[config.mk]
export PLATFORM = sky130hd
export DESIGN_NAME = wsmp_header_parser
export DESIGN_NICKNAME = d
export VERILOG_FILES = /design/src/rtl/wsmp_pkg.sv /design/src/rtl/wsmp_header_parser.sv
export SDC_FILE = /design/constraint.sdc
export NUM_CORES = 1
export LEC_CHECK = 0
export BUFFER_PORTS_ARGS = -buffer_cell sky130_fd_sc_hd__buf_2
export CAP_MARGIN = 10
export CORE_ASPECT_RATIO = 1.5
export CORE_UTILIZATION = 58
export DETAILED_ROUTE_END_ITERATION = 12
export PLACE_DENSITY = 0.87
export SYNTH_ARGS = -nofsm -noshare
export SYNTH_HDL_FRONTEND = slang
export SYNTH_SLANG_ARGS = --single-unit
export TNS_END_PERCENT = 5
[constraint.sdc]
create_clock -name aclk -period 6.82 [get_ports aclk]
set_input_delay 0.682 -clock aclk [delete_from_list [all_inputs] [get_ports aclk]]
set_output_delay 0.682 -clock aclk [all_outputs]
set_load 0.02 [all_outputs]
[src/rtl/wsmp_pkg.sv]
// Shared types, codes and constants for the WSMP header parser.
package wsmp_pkg;

    localparam int unsigned BYTE_W    = 8;
    localparam int unsigned PSID_W    = 32;
    localparam int unsigned PSID_LEN_W = 3;
    localparam int unsigned POS_W     = 7;
    localparam int unsigned LIMIT_W   = 6;
    localparam int unsigned PAYLEN_W  = 16;
    localparam int unsigned CFG_IDX_W = 3;

    localparam logic [BYTE_W-1:0]  WAVE_ID_RESET = 8'd128;
    localparam logic [BYTE_W-1:0]  CHANNEL_RESET = 8'd15;
    localparam logic [BYTE_W-1:0]  RATE_RESET    = 8'd16;
    localparam logic [BYTE_W-1:0]  POWER_RESET   = 8'd4;
    localparam logic [LIMIT_W-1:0] LIMIT_RESET   = 6'd20;

    typedef enum logic [CFG_IDX_W-1:0] {
        CFG_WAVE_ID = 3'd0,
        CFG_CHANNEL = 3'd1,
        CFG_RATE    = 3'd2,
        CFG_POWER   = 3'd3,
        CFG_LIMIT   = 3'd4
    } cfg_index_t;

    typedef enum logic [1:0] {
        ST_OK        = 2'd0,
        ST_BAD_PSID  = 2'd1,
        ST_NO_WAVE   = 2'd2,
        ST_SHORT     = 2'd3
    } status_t;

    typedef enum logic [2:0] {
        PH_IDLE    = 3'd0,
        PH_PSID    = 3'd1,
        PH_SCAN    = 3'd2,
        PH_ELEMLEN = 3'd3,
        PH_ELEMVAL = 3'd4,
        PH_LENHI   = 3'd5,
        PH_LENLO   = 3'd6
    } phase_t;

    typedef enum logic [1:0] {
        PEND_NONE  = 2'd0,
        PEND_CHAN  = 2'd1,
        PEND_RATE  = 2'd2,
        PEND_POWER = 2'd3
    } pending_t;

    // PSID length from the prefix bits of its first byte, 0 for a bad prefix.
    function automatic logic [PSID_LEN_W-1:0] psid_prefix_len(input logic [BYTE_W-1:0] b);
        logic [PSID_LEN_W-1:0] n;
        if ((b & 8'hF0) == 8'hE0) begin
            n = 3'd4;
        end else if ((b & 8'hE0) == 8'hC0) begin
            n = 3'd3;
        end else if ((b & 8'hC0) == 8'h80) begin
            n = 3'd2;
        end else if ((b & 8'h80) == 8'h00) begin
            n = 3'd1;
        end else begin
            n = 3'd0;
        end
        return n;
    endfunction

endpackage

[src/rtl/wsmp_header_parser.sv]
// WSMP header parser: byte-serial decoder of the WAVE short message header.
//
// Takes one frame byte per transfer and may take a byte in every cycle; the
// state update for a byte is done in the cycle it is taken, and a result is
// registered in the output stage, so a byte can be taken while a result still
// waits (input stalls only when the output register is full and not drained).
// A byte with frame_first restarts the parser and is the version byte; the PSID
// (1 to 4 bytes by prefix), the element scan and the 16-bit payload length
// follow. At most one result is given per frame, when the header completes or
// fails, none if a new frame_first cuts it short; later bytes up to the next
// frame_first are dropped. Channel, rate and power read as zero if their
// elements are absent. Configuration writes take effect on the next byte.
module wsmp_header_parser (
    input  logic                                aclk,
    input  logic                                aresetn,
    // configuration
    input  logic                                cfg_wr_en,
    input  logic [wsmp_pkg::CFG_IDX_W-1:0]      cfg_index,
    input  logic [wsmp_pkg::BYTE_W-1:0]         cfg_wr_data,
    // byte input
    input  logic                                s_valid,
    output logic                                s_ready,
    input  logic [wsmp_pkg::BYTE_W-1:0]         s_data_byte,
    input  logic                                s_frame_first,
    input  logic                                s_frame_last,
    // header result
    output logic                                m_valid,
    input  logic                                m_ready,
    output logic [1:0]                          m_status,
    output logic [wsmp_pkg::BYTE_W-1:0]         m_version,
    output logic [wsmp_pkg::PSID_W-1:0]         m_psid_value,
    output logic [wsmp_pkg::PSID_LEN_W-1:0]     m_psid_length,
    output logic [wsmp_pkg::BYTE_W-1:0]         m_channel_number,
    output logic [wsmp_pkg::BYTE_W-1:0]         m_data_rate,
    output logic signed [wsmp_pkg::BYTE_W-1:0]  m_tx_power,
    output logic [wsmp_pkg::PAYLEN_W-1:0]       m_payload_length,
    output logic [wsmp_pkg::POS_W-1:0]          m_header_length
);
    import wsmp_pkg::*;

    // configuration registers
    logic [BYTE_W-1:0]  wave_id_reg, channel_id_reg, rate_id_reg, power_id_reg;
    logic [LIMIT_W-1:0] scan_limit_reg;

    // parser state
    phase_t                phase_reg, phase_next;
    pending_t              pending_reg, pending_next;
    logic [POS_W-1:0]      pos_reg, pos_next;
    logic [PSID_LEN_W-1:0] left_reg, left_next;
    logic [PSID_LEN_W-1:0] psid_len_reg, psid_len_next;
    logic [PSID_W-1:0]     psid_reg, psid_next;
    logic [BYTE_W-1:0]     version_reg, version_next;
    logic [BYTE_W-1:0]     channel_reg, channel_next;
    logic [BYTE_W-1:0]     rate_reg, rate_next;
    logic [BYTE_W-1:0]     power_reg, power_next;
    logic [BYTE_W-1:0]     len_high_reg, len_high_next;

    // output stage
    logic                  m_valid_reg;
    status_t               m_status_reg;
    logic [BYTE_W-1:0]     m_version_reg, m_channel_reg, m_rate_reg;
    logic signed [BYTE_W-1:0] m_power_reg;
    logic [PSID_W-1:0]     m_psid_reg;
    logic [PSID_LEN_W-1:0] m_psid_len_reg;
    logic [PAYLEN_W-1:0]   m_payload_reg;
    logic [POS_W-1:0]      m_hdr_len_reg;

    // decode
    logic                  s_accept;
    logic [POS_W:0]        next_pos;
    logic                  limit_hit;
    logic                  is_wave, is_chan, is_rate, is_power;
    logic [PSID_LEN_W-1:0] prefix_len;
    logic [PSID_LEN_W-1:0] left_upd;
    logic                  emit;
    status_t               emit_status;

    assign s_ready  = !m_valid_reg || m_ready;
    assign s_accept = s_valid && s_ready;

    assign next_pos   = {1'b0, pos_reg} + {{POS_W{1'b0}}, 1'b1};
    assign limit_hit  = next_pos > {{(POS_W+1-LIMIT_W){1'b0}}, scan_limit_reg};
    assign is_wave    = s_data_byte == wave_id_reg;
    assign is_chan    = s_data_byte == channel_id_reg;
    assign is_rate    = s_data_byte == rate_id_reg;
    assign is_power   = s_data_byte == power_id_reg;
    assign prefix_len = psid_prefix_len(s_data_byte);
    assign left_upd   = (psid_len_reg == '0) ? prefix_len - 3'd1 : left_reg - 3'd1;

    always_ff @(posedge aclk) begin
        if (!aresetn) begin
            wave_id_reg    <= WAVE_ID_RESET;
            channel_id_reg <= CHANNEL_RESET;
            rate_id_reg    <= RATE_RESET;
            power_id_reg   <= POWER_RESET;
            scan_limit_reg <= LIMIT_RESET;
        end else if (cfg_wr_en) begin
            unique case (cfg_index)
                CFG_WAVE_ID: wave_id_reg    <= cfg_wr_data;
                CFG_CHANNEL: channel_id_reg <= cfg_wr_data;
                CFG_RATE:    rate_id_reg    <= cfg_wr_data;
                CFG_POWER:   power_id_reg   <= cfg_wr_data;
                CFG_LIMIT:   scan_limit_reg <= cfg_wr_data[LIMIT_W-1:0];
                default: ;
            endcase
        end
    end

    // next phase and result decision
    always_comb begin
        phase_next  = phase_reg;
        emit        = 1'b0;
        emit_status = ST_OK;
        if (s_accept) begin
            if (s_frame_first) begin
                phase_next = PH_PSID;
                if (s_frame_last) begin
                    emit        = 1'b1;
                    emit_status = ST_SHORT;
                end
            end else begin
                unique case (phase_reg)
                    PH_IDLE: ;
                    PH_PSID: begin
                        if (psid_len_reg == '0 && prefix_len == '0) begin
                            emit        = 1'b1;
                            emit_status = ST_BAD_PSID;
                        end else if (left_upd == '0) begin
                            phase_next = PH_SCAN;
                        end
                    end
                    PH_SCAN: begin
                        if (is_wave) begin
                            phase_next = PH_LENHI;
                        end else if (is_chan || is_rate || is_power) begin
                            phase_next = PH_ELEMLEN;
                        end else if (limit_hit) begin
                            emit        = 1'b1;
                            emit_status = ST_NO_WAVE;
                        end
                    end
                    PH_ELEMLEN: phase_next = PH_ELEMVAL;
                    PH_ELEMVAL: begin
                        phase_next = PH_SCAN;
                        if (limit_hit) begin
                            emit        = 1'b1;
                            emit_status = ST_NO_WAVE;
                        end
                    end
                    PH_LENHI: phase_next = PH_LENLO;
                    PH_LENLO: begin
                        emit        = 1'b1;
                        emit_status = ST_OK;
                    end
                    default: phase_next = PH_IDLE;
                endcase
                if (phase_reg != PH_IDLE && !emit && s_frame_last) begin
                    emit        = 1'b1;
                    emit_status = ST_SHORT;
                end
            end
            if (emit) begin
                phase_next = PH_IDLE;
            end
        end
    end

    // field registers
    always_comb begin
        pos_next      = pos_reg;
        left_next     = left_reg;
        pending_next  = pending_reg;
        version_next  = version_reg;
        psid_next     = psid_reg;
        psid_len_next = psid_len_reg;
        channel_next  = channel_reg;
        rate_next     = rate_reg;
        power_next    = power_reg;
        len_high_next = len_high_reg;
        if (s_accept) begin
            if (s_frame_first) begin
                pos_next      = {{(POS_W-1){1'b0}}, 1'b1};
                left_next     = '0;
                pending_next  = PEND_NONE;
                version_next  = s_data_byte;
                psid_next     = '0;
                psid_len_next = '0;
                channel_next  = '0;
                rate_next     = '0;
                power_next    = '0;
                len_high_next = '0;
            end else if (phase_reg != PH_IDLE) begin
                pos_next = next_pos[POS_W-1:0];
                case (phase_reg)
                    PH_PSID: begin
                        if (psid_len_reg == '0) begin
                            if (prefix_len != '0) begin
                                psid_len_next = prefix_len;
                                psid_next     = {{(PSID_W-BYTE_W){1'b0}}, s_data_byte};
                                left_next     = left_upd;
                            end
                        end else begin
                            psid_next = {psid_reg[PSID_W-BYTE_W-1:0], s_data_byte};
                            left_next = left_upd;
                        end
                    end
                    PH_SCAN: begin
                        if (!is_wave) begin
                            if (is_chan) begin
                                pending_next = PEND_CHAN;
                            end else if (is_rate) begin
                                pending_next = PEND_RATE;
                            end else if (is_power) begin
                                pending_next = PEND_POWER;
                            end
                        end
                    end
                    PH_ELEMVAL: begin
                        case (pending_reg)
                            PEND_CHAN:  channel_next = s_data_byte;
                            PEND_RATE:  rate_next    = s_data_byte;
                            PEND_POWER: power_next   = s_data_byte;
                            default: ;
                        endcase
                        pending_next = PEND_NONE;
                    end
                    PH_LENHI: len_high_next = s_data_byte;
                    default: ;
                endcase
            end
        end
    end

    always_ff @(posedge aclk) begin
        if (!aresetn) begin
            phase_reg    <= PH_IDLE;
            pending_reg  <= PEND_NONE;
            pos_reg      <= '0;
            left_reg     <= '0;
            psid_len_reg <= '0;
            psid_reg     <= '0;
            version_reg  <= '0;
            channel_reg  <= '0;
            rate_reg     <= '0;
            power_reg    <= '0;
            len_high_reg <= '0;
            m_valid_reg  <= 1'b0;
        end else begin
            phase_reg    <= phase_next;
            pending_reg  <= pending_next;
            pos_reg      <= pos_next;
            left_reg     <= left_next;
            psid_len_reg <= psid_len_next;
            psid_reg     <= psid_next;
            version_reg  <= version_next;
            channel_reg  <= channel_next;
            rate_reg     <= rate_next;
            power_reg    <= power_next;
            len_high_reg <= len_high_next;
            if (emit) begin
                m_valid_reg <= 1'b1;
            end else if (m_ready) begin
                m_valid_reg <= 1'b0;
            end
        end
    end

    // result register: load with the field values as updated by this byte
    always_ff @(posedge aclk) begin
        if (emit) begin
            m_status_reg   <= emit_status;
            m_version_reg  <= version_next;
            m_psid_reg     <= psid_next;
            m_psid_len_reg <= psid_len_next;
            m_channel_reg  <= channel_next;
            m_rate_reg     <= rate_next;
            m_power_reg    <= signed'(power_next);
            if (emit_status == ST_OK) begin
                m_payload_reg <= {len_high_reg, s_data_byte};
                m_hdr_len_reg <= next_pos[POS_W-1:0];
            end else begin
                m_payload_reg <= '0;
                m_hdr_len_reg <= '0;
            end
        end
    end

    assign m_valid          = m_valid_reg;
    assign m_status         = m_status_reg;
    assign m_version        = m_version_reg;
    assign m_psid_value     = m_psid_reg;
    assign m_psid_length    = m_psid_len_reg;
    assign m_channel_number = m_channel_reg;
    assign m_data_rate      = m_rate_reg;
    assign m_tx_power       = m_power_reg;
    assign m_payload_length = m_payload_reg;
    assign m_header_length  = m_hdr_len_reg;

    a_fail_no_length: assert property (@(posedge aclk) disable iff (!aresetn)
        (m_valid_reg && m_status_reg != ST_OK)
            |-> (m_hdr_len_reg == '0 && m_payload_reg == '0))
        else $error("failed header carries a length");

    a_bad_psid_empty: assert property (@(posedge aclk) disable iff (!aresetn)
        (m_valid_reg && m_status_reg == ST_BAD_PSID)
            |-> (m_psid_len_reg == '0 && m_psid_reg == '0))
        else $error("bad PSID result carries PSID bytes");

    a_ok_has_psid: assert property (@(posedge aclk) disable iff (!aresetn)
        (m_valid_reg && m_status_reg == ST_OK)
            |-> (m_psid_len_reg != '0 && m_hdr_len_reg > 7'd4))
        else $error("successful header without PSID");

    a_psid_left: assert property (@(posedge aclk) disable iff (!aresetn)
        (left_reg < 3'd4) && (psid_len_reg <= 3'd4))
        else $error("PSID byte count out of range");

    a_emit_has_room: assert property (@(posedge aclk) disable iff (!aresetn)
        (m_valid_reg && !m_ready)
            |=> (m_valid_reg && $stable(m_psid_reg) && $stable(m_status_reg)))
        else $error("held result overwritten");

endmodule

==> impl_results.md <==
- Maximum clock frequency: 240 MHz
- Fin nets: 1042
- FF-to-FF End: m_channel_number[0]
- M3 GR Usage: 3.29%
- DR iter-0 viols: 461
- Gpl congestion: 0.923
- Sequential element share of the synthesized area: 56.8%
- Critical path startpoint category: flip-flop
- Total wire length: 21100 um
- Hold Buf Count CTS: 0
- Maximum buffer depth of the clock tree: 3
- Mapped cell area: 0.00942 mm^2
- Clock latency on the worst-skew pair: 490 ps
- Top_reg_cell synth: dfxtp_1
- IR Drop Worst-Case VDD: 0.217 mV
- PostCTS Resize Cnt: 0
- Clock sink total: 221
- # DRC: 0
- First-pass GRT wire length: 33400 um
- Most common cell in the netlist: nand2_1
- Core Region: 0.0158 mm^2
- Clk root buf: clkbuf_16
- Worst Setup SP: pos_reg[0]
- Crit-path max FO: 72
- Layout cells sized above 1: 16.7%
- Vias: 6936
- Top cell type's share of synthesized area: 29.3%
- Run status: complete, no violations
- Vias in the first global route: 6767
- Die ar.: 0.0168 mm^2
- Net Count, Synth: 953
- Antenna Violating Nets Remaining: 0
- R2R Path Start: pos_reg[0]
- Synth area leader: edfxtp_1
- Grt ovf: 0
- CP required: 6930 ps
- Crit path capture type: flip-flop
- Initial antenna violation count: 0
- Global routing usage on met2: 46.6%
- FF-to-FF path depth: 11
- IO Count: 120
- Met1 Usage GRT: 29.3%
- Setup crit end: m_channel_number[0]
- Hold Fails Final Rpt: 0
- ANT cells: 0
- Lkg Pwr: 4.22 nW
- Cts bufs inserted: 20
- Hpwl dp: 14000 um
- Synth top cells by count: 149 x nand2_1, 129 x dfxtp_1, 94 x and2_1
- Worst Setup Path Type: reg2reg
- Post-CTS Setup Bufs: 0
- Initial Util: 59.7%
- Slew margin rel.: 29.1%
- Cell count after synthesis: 918
- Flops & latches, synth: 221
- Sequence of cells on the critical path: ha_1, nand3_1, xnor2_1, ha_1, and3_1, nand4_1, o21ai_0, o21ai_0, a21oi_2, nor2_4, buf_4
- DR pass1 iterations: 6
- Row cnt: 56
- Syn_area_per_cell: 10.3 um^2
- Async S/R FF share, synth: 0%
- Fin Setup TNS: 0 ps
- Clock period minus worst slack: 4160 ps
- Max_cap viols: 0
- Power per cell area: 254 mW/mm^2
- CTS clk-pin slew, worst paths: 60 ps
- Overall routing resource usage: 25.2%
- Yosys warns: 0
- IO Port Bufs: 119
- Max stage delay on crit path: 810 ps
- WL/cell: 17.3 um
- H-tree levels: 1
- Final period util: 61.0%
- Die Width: 106 um
- TritonCTS clock tree: yes
- Die Y: 158 um
- Hold/Removal Path Class: reg2reg
- Slew Viols, Final: 0
- Least-Margin Pin Slew: 1060 ps
- Crit path DAT: 4270 ps
- RSZ-0062 raised after global routing: no
- Flop2flop setup slack: 2660 ps
- Clock skew: 11.3 ps
- Worst path slowest cell: buf_4
- Vias per cell: 5.67
- Area contributors post-synth: edfxtp_1 29%, dfxtp_1 27%, and2_1 6.2%, nand2_1 5.9%, xnor2_1 3.3%
- Post-synth EDFFs: 92
- Largest net degree at the start of global routing: 131
- Gr busiest metal: met2
- Synth-to-layout area growth: 13.4%
- Final setup viols: 0
- Total Power Consumption: 2.71 mW
- Netlist cell types: 59
## logic make-up (layout without fill, tap and decap cells)
| family | Yosys count | in the layout | synth area share (%) |
|---|---|---|---|
| AOI/OAI and AO/OA | 178 | 178 | 11.8 |
| xor gates and xnor gates | 40 | 40 | 3.72 |
| adders and majority gates | 9 | 9 | 1.20 |
| buffers and inverters | 67 | 170 | 3.19 |
| DFF | 221 | 221 | 56.8 |
| muxes | 31 | 31 | 3.29 |
| and+or+nand+nor | 372 | 372 | 20.0 |
## layer usage
layer	routed length, um	vias to the layer above
met3	973	43
met2	11200	214
met1	8320	3331
met4	622	0
met5	0	-
li1	-	3348
## placed cells by master (no fill, tap or decap), drive strengths merged, types with 3 or more instances in the layout
| master | instances |
|---|---|
| a21boi | 34 |
| a21oi | 57 |
| a22oi | 11 |
| a31oi | 4 |
| and2 | 95 |
| and3 | 10 |
| buf | 125 |
| clkbuf | 29 |
| clkinv | 6 |
| dfxtp | 129 |
| edfxtp | 92 |
| ha | 9 |
| inv | 10 |
| mux2i | 31 |
| nand2 | 149 |
| nand3 | 14 |
| nand3b | 3 |
| nand4 | 10 |
| nor2 | 26 |
| nor2b | 24 |
| nor3 | 31 |
| o211ai | 5 |
| o21ai | 45 |
| o22a | 4 |
| xnor2 | 36 |
| xor2 | 4 |
## metrics by stage
| step | area (um^2) | cells | utilization (%) | hold slack, ps | worst slack (ps) |
|---|---|---|---|---|---|
| 6_report | 10700 | 1224 | 67.7 | 469 | 2660 |
| 3_3_place_gp | 10100 | 1188 | 63.8 | 456 | 2860 |
| 2_1_floorplan | 9420 | 918 | - | 443 | 511 |
| 4_1_cts | 10700 | 1224 | 67.7 | 472 | 2680 |
| 5_1_grt | 10700 | 1224 | 67.7 | 492 | 2440 |
| 3_5_place_dp | 10100 | 1188 | 63.8 | 463 | 2720 |
## cell type report
type / instances / area (um^2)
clock buffers: 29 / 586
clock inverters: 7 / 37.5
fillers: 1214 / 5090
inverters: 9 / 33.8
multi-input cells: 630 / 3780
flip-flops and latches: 221 / 5350
well taps: 203 / 254
repair buffers: 125 / 641
## worst min path at each step
stage                                  from                 to  cells after the start  slack [ps]
final                     scan_limit_reg[1]  scan_limit_reg[1]                      2         470
after CTS                 scan_limit_reg[3]  scan_limit_reg[3]                      2         470
after detailed placement  scan_limit_reg[3]  scan_limit_reg[3]                      2         460
after global placement    scan_limit_reg[1]  scan_limit_reg[1]                      2         460
after floorplan           scan_limit_reg[1]  scan_limit_reg[1]                      2         440
after global routing      scan_limit_reg[3]  scan_limit_reg[3]                      2         490
## critical path: cells and delay by family, from the launching register on
family,cells,cell delay (ps)
flip-flops,1,480
XOR/XNOR,1,280
AO/OA/AOI/OAI,3,590
AND/OR/NAND/NOR,4,920
buffers and inverters,1,810
adder cells (fa/ha/maj),2,620
## power breakdown
| part | total, mW | internal (mW) | switching (mW) |
|---|---|---|---|
| logic | 0.215 | 0.0666 | 0.148 |
| registers | 1.43 | 1.41 | 0.0182 |
| clock network | 1.07 | 0.599 | 0.467 |
(Power assumes the default switching activity.)
